File: src/hw/rtl/prl_pkg.sv
// Shared types and constants for the page range list parser.
package prl_pkg;

    // Default width of a page number inside the parser.
    localparam int PAGE_BITS_DEF = 16;

    // Width of page fields on the ports.
    localparam int PORT_PAGE_W = 16;

    // Depth of the result queue; a power of two, at least two.
    localparam int RES_DEPTH = 4;

    // Characters with a meaning in the list.
    localparam logic [7:0] CHAR_NUL    = 8'h00;
    localparam logic [7:0] CHAR_COMMA  = 8'h2C;
    localparam logic [7:0] CHAR_HYPHEN = 8'h2D;
    localparam logic [7:0] CHAR_ZERO   = 8'h30;
    localparam logic [7:0] CHAR_NINE   = 8'h39;

    // Parsing phase within one token.
    typedef enum logic [1:0] {
        PH_FIRST,
        PH_SECOND,
        PH_SWALLOW
    } t_phase;

    // Kind of a result.
    typedef enum logic [1:0] {
        KIND_RANGE = 2'd0,
        KIND_DONE  = 2'd1,
        KIND_ERROR = 2'd2
    } t_kind;

    // Error codes.
    typedef enum logic [2:0] {
        ERR_EMPTY    = 3'd0,
        ERR_NONDIGIT = 3'd1,
        ERR_NOTPOS   = 3'd2,
        ERR_ABOVE    = 3'd3,
        ERR_DESC     = 3'd4
    } t_err;

    // Outcome of checking a number that closes.
    typedef struct packed {
        logic ok;
        logic err;
        t_err code;
    } t_close;

    // One entry of the result queue.
    typedef struct packed {
        logic [PORT_PAGE_W-1:0] first_page;
        logic [PORT_PAGE_W-1:0] last_page;
        t_kind                  kind;
        t_err                   code;
        logic                   last_of_run;
    } t_result;

endpackage

File: src/hw/rtl/page_range_list_parser.sv
// Page range list parser: checks a character stream of page ranges against a page count.
// A character is taken into an input register and processed from there; its results are
// written into a four-entry result queue, whose head drives the output.
// Throughput: one character per cycle while the queue holds at most two entries, else the input
// stalls; a character that yields two results needs two output transfers.
// Reset (synchronous, active low) clears the page count, the parse state and the queue.
module page_range_list_parser #(
    parameter int PAGE_BITS = prl_pkg::PAGE_BITS_DEF
) (
    input  logic        i_clk,
    input  logic        i_rst_n,
    // Configuration
    input  logic        i_page_count_we,
    input  logic [15:0] i_page_count,
    // Character input
    input  logic        i_in_valid,
    output logic        o_in_stall,
    input  logic [7:0]  i_char_code,
    input  logic        i_end_of_string,
    // Result output
    output logic        o_out_valid,
    input  logic        i_out_stall,
    output logic [15:0] o_first_page,
    output logic [15:0] o_last_page,
    output logic [1:0]  o_item_kind,
    output logic [2:0]  o_error_code,
    output logic        o_last_of_run
);
    import prl_pkg::*;

    localparam int ACC_W = PAGE_BITS + 1;
    localparam int PTR_W = $clog2(RES_DEPTH);
    localparam int CNT_W = $clog2(RES_DEPTH + 1);

    // Registered configuration.
    logic [PAGE_BITS-1:0] r_page_count;

    // Input register.
    logic       r_in_valid;
    logic [7:0] r_char;
    logic       r_eos;

    // Parse state and its next value.
    t_phase               r_phase, n_phase;
    logic [ACC_W-1:0]     r_acc, n_acc;
    logic                 r_seen, n_seen;
    logic [PAGE_BITS-1:0] r_first, n_first;
    logic                 r_eflag, n_eflag;
    t_err                 r_ekind, n_ekind;

    // Results of the current character.
    logic                 rng_valid;
    logic [PAGE_BITS-1:0] rng_first;
    logic [PAGE_BITS-1:0] rng_last;
    logic                 stat_valid;
    t_kind                stat_kind;
    t_err                 stat_code;
    t_close               tok_cl;
    t_close               end_cl;
    t_result              rng_res;
    t_result              stat_res;

    // Digit handling.
    logic                 is_digit;
    logic [ACC_W+3:0]     acc_prod;
    logic [ACC_W-1:0]     acc_sat;
    logic                 ends;

    // Result queue.
    t_result              r_fifo [RES_DEPTH];
    logic [PTR_W-1:0]     r_rd;
    logic [PTR_W-1:0]     r_wr;
    logic [CNT_W-1:0]     r_cnt;
    logic [CNT_W-1:0]     n_cnt;
    logic                 go;
    logic                 pop;
    logic [1:0]           push_n;

    // Checks of a number at a comma, a hyphen or the end of the list.
    function automatic t_close close_tok(t_phase ph, logic [ACC_W-1:0] v, logic seen,
                                         logic [PAGE_BITS-1:0] first,
                                         logic [PAGE_BITS-1:0] pc);
        t_close r;
        r = '{ok: 1'b0, err: 1'b0, code: ERR_EMPTY};
        unique case (ph)
            PH_FIRST: begin
                if (!seen) begin
                    r.err = 1'b1; r.code = ERR_EMPTY;
                end else if (v == '0) begin
                    r.err = 1'b1; r.code = ERR_NOTPOS;
                end else if (v > ACC_W'(pc)) begin
                    r.err = 1'b1; r.code = ERR_ABOVE;
                end else begin
                    r.ok = 1'b1;
                end
            end
            PH_SECOND: begin
                if (v == '0) begin
                    r.err = 1'b1; r.code = ERR_NOTPOS;
                end else if (v > ACC_W'(pc)) begin
                    r.err = 1'b1; r.code = ERR_ABOVE;
                end else if (v < ACC_W'(first)) begin
                    r.err = 1'b1; r.code = ERR_DESC;
                end else begin
                    r.ok = 1'b1;
                end
            end
            default: begin
                r.ok = 1'b0;
            end
        endcase
        return r;
    endfunction

    // A character is processed when the queue has room for two results.
    assign go         = r_in_valid && (r_cnt <= CNT_W'(RES_DEPTH - 2));
    assign o_in_stall = r_in_valid && !go;

    // Input register: loads on every transfer, empties when processed.
    always_ff @(posedge i_clk) begin
        if (!i_rst_n) begin
            r_in_valid <= 1'b0;
        end else if (i_in_valid && !o_in_stall) begin
            r_in_valid <= 1'b1;
        end else if (go) begin
            r_in_valid <= 1'b0;
        end
        if (i_in_valid && !o_in_stall) begin
            r_char <= i_char_code;
            r_eos  <= i_end_of_string;
        end
    end

    // Configuration register.
    always_ff @(posedge i_clk) begin
        if (!i_rst_n) begin
            r_page_count <= '0;
        end else if (i_page_count_we) begin
            r_page_count <= PAGE_BITS'(i_page_count);
        end
    end

    // Decimal accumulation by ten with saturation.
    assign is_digit = (r_char >= CHAR_ZERO) && (r_char <= CHAR_NINE);
    assign acc_prod = ({4'b0, r_acc} << 3) + ({4'b0, r_acc} << 1)
                    + (ACC_W + 4)'(r_char[3:0]);
    assign acc_sat  = (acc_prod[ACC_W+3:ACC_W] != 4'b0) ? '1 : acc_prod[ACC_W-1:0];
    assign ends     = r_eos || (r_char == CHAR_NUL);

    // The check of the open token uses the registered state.
    assign tok_cl = close_tok(r_phase, r_acc, r_seen, r_first, r_page_count);

    // Next parse state and results for the character in the input register.
    always_comb begin
        n_phase    = r_phase;
        n_acc      = r_acc;
        n_seen     = r_seen;
        n_first    = r_first;
        n_eflag    = r_eflag;
        n_ekind    = r_ekind;
        rng_valid  = 1'b0;
        rng_first  = '0;
        rng_last   = '0;
        stat_valid = 1'b0;
        stat_kind  = KIND_DONE;
        stat_code  = ERR_EMPTY;
        end_cl     = '{ok: 1'b0, err: 1'b0, code: ERR_EMPTY};

        // Ordinary handling of the character.
        if (r_char != CHAR_NUL && r_phase != PH_SWALLOW) begin
            if (is_digit) begin
                n_acc  = acc_sat;
                n_seen = 1'b1;
            end else if (r_char == CHAR_COMMA || (r_char == CHAR_HYPHEN && r_phase == PH_FIRST)) begin
                if (tok_cl.err) begin
                    if (!n_eflag) begin
                        n_eflag = 1'b1;
                        n_ekind = tok_cl.code;
                    end
                    n_phase = PH_SWALLOW;
                end else if (r_char == CHAR_COMMA) begin
                    rng_valid = 1'b1;
                    rng_first = (r_phase == PH_SECOND) ? r_first : PAGE_BITS'(r_acc);
                    rng_last  = PAGE_BITS'(r_acc);
                    n_phase   = PH_FIRST;
                    n_acc     = '0;
                    n_seen    = 1'b0;
                end else begin
                    n_first = PAGE_BITS'(r_acc);
                    n_phase = PH_SECOND;
                    n_acc   = '0;
                    n_seen  = 1'b0;
                end
            end else begin
                if (!n_eflag) begin
                    n_eflag = 1'b1;
                    n_ekind = ERR_NONDIGIT;
                end
                n_phase = PH_SWALLOW;
            end
        end

        // End of the list: close the last token, report status, start afresh.
        if (ends) begin
            end_cl = close_tok(n_phase, n_acc, n_seen, n_first, r_page_count);
            if (end_cl.err) begin
                if (!n_eflag) begin
                    n_eflag = 1'b1;
                    n_ekind = end_cl.code;
                end
            end else if (end_cl.ok) begin
                rng_valid = 1'b1;
                rng_first = (n_phase == PH_SECOND) ? n_first : PAGE_BITS'(n_acc);
                rng_last  = PAGE_BITS'(n_acc);
            end
            stat_valid = 1'b1;
            stat_kind  = n_eflag ? KIND_ERROR : KIND_DONE;
            stat_code  = n_eflag ? n_ekind : ERR_EMPTY;
            n_phase    = PH_FIRST;
            n_acc      = '0;
            n_seen     = 1'b0;
            n_first    = '0;
            n_eflag    = 1'b0;
            n_ekind    = ERR_EMPTY;
        end
    end

    // Parse state register.
    always_ff @(posedge i_clk) begin
        if (!i_rst_n) begin
            r_phase <= PH_FIRST;
            r_acc   <= '0;
            r_seen  <= 1'b0;
            r_first <= '0;
            r_eflag <= 1'b0;
            r_ekind <= ERR_EMPTY;
        end else if (go) begin
            r_phase <= n_phase;
            r_acc   <= n_acc;
            r_seen  <= n_seen;
            r_first <= n_first;
            r_eflag <= n_eflag;
            r_ekind <= n_ekind;
        end
    end

    // Result entries; the range is the last of its run only without a status.
    assign rng_res = '{first_page: PORT_PAGE_W'(rng_first), last_page: PORT_PAGE_W'(rng_last),
                       kind: KIND_RANGE, code: ERR_EMPTY, last_of_run: !stat_valid};
    assign stat_res = '{first_page: '0, last_page: '0, kind: stat_kind, code: stat_code,
                        last_of_run: 1'b1};

    // Queue bookkeeping.
    assign pop    = o_out_valid && !i_out_stall;
    assign push_n = go ? ({1'b0, rng_valid} + {1'b0, stat_valid}) : 2'd0;
    assign n_cnt  = r_cnt + CNT_W'(push_n) - CNT_W'(pop);

    always_ff @(posedge i_clk) begin
        if (!i_rst_n) begin
            r_rd  <= '0;
            r_wr  <= '0;
            r_cnt <= '0;
        end else begin
            r_rd  <= r_rd + PTR_W'(pop);
            r_wr  <= r_wr + PTR_W'(push_n);
            r_cnt <= n_cnt;
        end
    end

    // Queue storage: a range goes before the status of the same character.
    always_ff @(posedge i_clk) begin
        if (go) begin
            if (rng_valid && stat_valid) begin
                r_fifo[r_wr]              <= rng_res;
                r_fifo[r_wr + PTR_W'(1)]  <= stat_res;
            end else if (rng_valid) begin
                r_fifo[r_wr] <= rng_res;
            end else if (stat_valid) begin
                r_fifo[r_wr] <= stat_res;
            end
        end
    end

    // Output side reads the head of the queue.
    assign o_out_valid   = (r_cnt != '0);
    assign o_first_page  = r_fifo[r_rd].first_page;
    assign o_last_page   = r_fifo[r_rd].last_page;
    assign o_item_kind   = r_fifo[r_rd].kind;
    assign o_error_code  = r_fifo[r_rd].code;
    assign o_last_of_run = r_fifo[r_rd].last_of_run;

    // The queue never holds more than its depth.
    assert property (@(posedge i_clk) disable iff (!i_rst_n)
        r_cnt <= CNT_W'(RES_DEPTH))
        else $error("result queue overflow");

    // Swallowing only follows a recorded error.
    assert property (@(posedge i_clk) disable iff (!i_rst_n)
        (r_phase == PH_SWALLOW) |-> r_eflag)
        else $error("swallowing without an error");

    // The accumulator holds nothing until a digit arrives.
    assert property (@(posedge i_clk) disable iff (!i_rst_n)
        !r_seen |-> (r_acc == '0))
        else $error("accumulator set without a digit");

    // The end of a list returns the parser to a clean first number.
    assert property (@(posedge i_clk) disable iff (!i_rst_n)
        (go && ends) |=> (r_phase == PH_FIRST && !r_eflag && !r_seen))
        else $error("list end did not restart parsing");

    // A pair in progress always has a positive first page.
    assert property (@(posedge i_clk) disable iff (!i_rst_n)
        (r_phase == PH_SECOND) |-> (r_first != '0))
        else $error("second number without a first page");

endmodule

File: config.mk
export PLATFORM = sky130hd
export DESIGN_NAME = page_range_list_parser
export DESIGN_NICKNAME = d
export VERILOG_FILES = /design/src/hw/rtl/prl_pkg.sv /design/src/hw/rtl/page_range_list_parser.sv
export SDC_FILE = /design/constraint.sdc
export NUM_CORES = 1
export LEC_CHECK = 0
export BUFFER_PORTS_ARGS = -buffer_cell sky130_fd_sc_hd__buf_2
export CAP_MARGIN = 20
export CORE_MARGIN = 1.5
export CORE_UTILIZATION = 35
export DETAILED_ROUTE_END_ITERATION = 12
export PLACE_DENSITY = 0.58
export RECOVER_POWER = 100
export SLEW_MARGIN = 20
export SYNTH_ARGS = -nofsm -noshare
export SYNTH_HDL_FRONTEND = slang
export SYNTH_SLANG_ARGS = --single-unit
File: constraint.sdc
create_clock -name i_clk -period 8.66 [get_ports i_clk]
set_clock_uncertainty 0.15 [all_clocks]
set_input_delay 0.866 -clock i_clk [delete_from_list [all_inputs] [get_ports i_clk]]
set_output_delay 0.866 -clock i_clk [all_outputs]
set_load 0.01 [all_outputs]
==> impl_metrics.json <==
{
  "synthSimpleGateAreaFrac_pct": 13.4,
  "tns_ns": 0,
  "worstMarginPinSlew_ns": 3.56,
  "routedWlPerCell_um": 22.3,
  "path_clk_slew_ns": 0.06,
  "cts-buffers-inserted": 27,
  "path_common_cell": "nand2_1",
  "relSlewSlack_pct": -137,
  "dr_total_vias": 11800,
  "placed_area_um2": 14400,
  "grt_usage_pct": 22.7,
  "drt-initial-drc-count": 983,
  "drive_above_1_share_pct": 12.5,
  "setup_viol": 0,
  "drc": 0,
  "holdCritPathClass": "reg2reg",
  "grt_max_degree": 65,
  "postCtsSetupRepairBufs": 0,
  "antenna_cells": 0,
  "antenna_left": 0,
  "critPathMaxFanout": 13,
  "synth_compound_area_share_pct": 24.4,
  "status": "complete, but fails checks",
  "crit_type": "reg2reg",
  "ir_worst_vdd_mv": 0.131,
  "design_area_um2": 15200,
  "synth-xor-area-share_pct": 0.980,
  "synth_nets": 1571,
  "htree_levels": 1,
  "die_x_um": 199,
  "worst_ep_required_time_ns": 8.98,
  "syn_area_per_cell_um2": 9.34,
  "ys_async_sr_fraction_pct": 0,
  "cap_violations": 2,
  "leakagePower_nw": 5.70,
  "syn_to_final_growth_pct": 13.3,
  "worstSetupEndpointType": "register",
  "slew_viol_final": 105,
  "die_area_um2": 39500,
  "grt_overflow": 0,
  "insertion_delay_ns": 0.55,
  "grt_pass1_vias": 11500,
  "rsz0062_at_grt": "false",
  "crit_slowest_cell": "o41ai_1",
  "synthFlopType": "dfxtp_1",
  "cp-start-kind": "register",
  "routabilityCongestion": 0.924,
  "synth_edf_count": 29,
  "row_count": 71,
  "firstDrtPassIters": 6,
  "power_mw": 2.68,
  "violations": "capacitance limit, slew limit",
  "finalNonFillerCells": 2020,
  "detailed_place_hpwl_um": 31100,
  "grt_pass1_wl_um": 69200,
  "synth-adder-area-share_pct": 9.96,
  "synth_cell_type_count": 77,
  "initial_utilization_pct": 35.6,
  "syn-cell-area_um2": 13400,
  "yosysWarningCount": 0,
  "dieHeight_um": 199,
  "synth_top_family_by_area": "compound AO/OA/AOI/OAI gates",
  "wl_um": 45000,
  "period_share_pct": 95.5,
  "ios": 70,
  "ctsRootBufferMaster": "clkbuf_16",
  "slowest_delay_ns": 0.85,
  "synth_mux_area_share_pct": 10.3,
  "syn_inst": 1436,
  "placed_cells": 1970,
  "viasPerCell": 5.83,
  "portBuffers": 69,
  "clock_path_buffers": 3,
  "antenna_found_initial": 0,
  "clock-sinks": 225,
  "powerDensity_nw_per_um2": 176,
  "hold_violations": 0,
  "cts_tree": "yes",
  "cp.arrival_ns": 8.60,
  "layout_min_cycle_time_ns": 8.27,
  "nNetsFinal": 1623,
  "ys_seq_area_share_pct": 35.8,
  "core_area_um2": 37700,
  "fmax_ghz": 0.121,
  "ys_ff_latch": 225
}
[layout make-up]
type	instances	area, um^2
Fill cell	3782	22500
Sequential cell	225	4800
Timing Repair Buffer	128	674
Inverter	72	270
Clock buffer	33	728
Tap cell	511	639
Multi-Input combinational cell	1034	7880
Clock inverter	17	209
[logic make-up (layout without fill, tap and decap cells)]
group           count (synthesis)  count (layout)
simple gates                  350             350
flops                         225             225
compound gates                476             476
buf+inv                       177             250
mux                            88              88
fa+ha+maj                     105             105
xor+xnor                       15              15
[cell usage in the layout, fill, tap and decap left out, types with 33 or more instances in the layout]
cell / instances
clkbuf_1: 62
nor2b_1: 33
mux2i_1: 34
ha_1: 102
nor2_1: 59
dfxtp_1: 194
a21oi_1: 74
nand2_1: 111
o21ai_0: 119
inv_1: 71
buf_4: 40
mux4_2: 38
a22oi_1: 75
[metrics by stage]
stage	util, %	hold slack [ns]	setup slack, ns
after floorplan	-	0.277	1.02
after global placement	38.3	0.290	0.932
after detailed placement	38.3	0.296	0.581
final	40.3	0.317	0.387
after global routing	40.3	0.329	0.0574
after CTS	40.8	0.312	0.533
[path summary, 6_finish.rpt]
check,start,endpoint,slack (ns),depth (start not counted)
max,r_char[3],r_fifo[3][19],0.39,27
max reg2reg,r_char[3],r_fifo[3][19],0.39,27
min,r_fifo[0][20],r_fifo[0][20],0.32,2
min reg2reg,r_fifo[0][20],r_fifo[0][20],0.32,2
[metal layers]
metal	up-vias	GRT usage (%)	share of wire, %
li1	5532	-	-
met5	-	0	0
met2	457	37.1	47
met4	0	6.99	2.7
met1	5718	30.6	44
met3	66	3.80	6.4
[flip-flops by register name (all words and copies together) (netlist names)]
name / flops
r_fifo: 152
r_acc: 17
r_first: 16
r_page_count: 16
r_char: 8
r_cnt: 3
r_ekind: 3
r_phase: 2
r_rd: 2
r_wr: 2
r_eflag: 1
r_eos: 1
r_in_valid: 1
r_seen: 1
[critical path, delay by kind of cell (launching register included)]
family / cells / cell delay, ns
and+or+nand+nor: 7 / 1.63
adders and majority gates: 4 / 1.62
buffers and inverters: 3 / 0.88
muxes: 1 / 0.27
DFF: 1 / 0.46
AOI/OAI and AO/OA: 12 / 3.20
[synthesized netlist by cell type (6+ instances only)]
cell / number / area, um^2
dfxtp_1: 196 / 3920
nand2_1: 113 / 424
ha_1: 102 / 1280
clkbuf_1: 77 / 289
a22oi_1: 75 / 563
o21ai_0: 75 / 375
a21oi_1: 74 / 370
inv_1: 71 / 267
nor2_1: 60 / 225
o21ai_1: 51 / 255
and2_1: 43 / 269
mux4_2: 38 / 856
mux2i_1: 34 / 340
nor2b_1: 33 / 206
a32oi_1: 29 / 254
edfxtp_1: 29 / 871
o221ai_1: 29 / 254
o22ai_1: 22 / 138
o31ai_1: 22 / 165
buf_2: 21 / 105
nand4_1: 18 / 113
a21o_1: 17 / 128
mux2_2: 16 / 180
nand3_1: 16 / 80.1
nor3_1: 13 / 65.1
a22o_1: 11 / 96.3
xnor2_1: 11 / 96.3
a31oi_1: 9 / 56.3
a211oi_1: 8 / 60.1
and3_1: 8 / 50.1
nand2b_1: 8 / 50.1
nor3b_1: 7 / 52.6
or3_1: 7 / 43.8
nor4_1: 6 / 37.5
o21a_1: 6 / 45.0
[power breakdown]
part / internal (mW) / switching, mW
clock: 0.720 / 0.478
combinational: 0.148 / 0.230
sequential: 1.08 / 0.0201
[timing repair]
action                                 4_1_cts  5_1_grt
hold buffers                                 0        0
resized for setup                            0        2
setup endpoints to repair                    0       25
endpoints found under the hold margin        0        0
No activity file was read; power rests on OpenSTA's default activity.
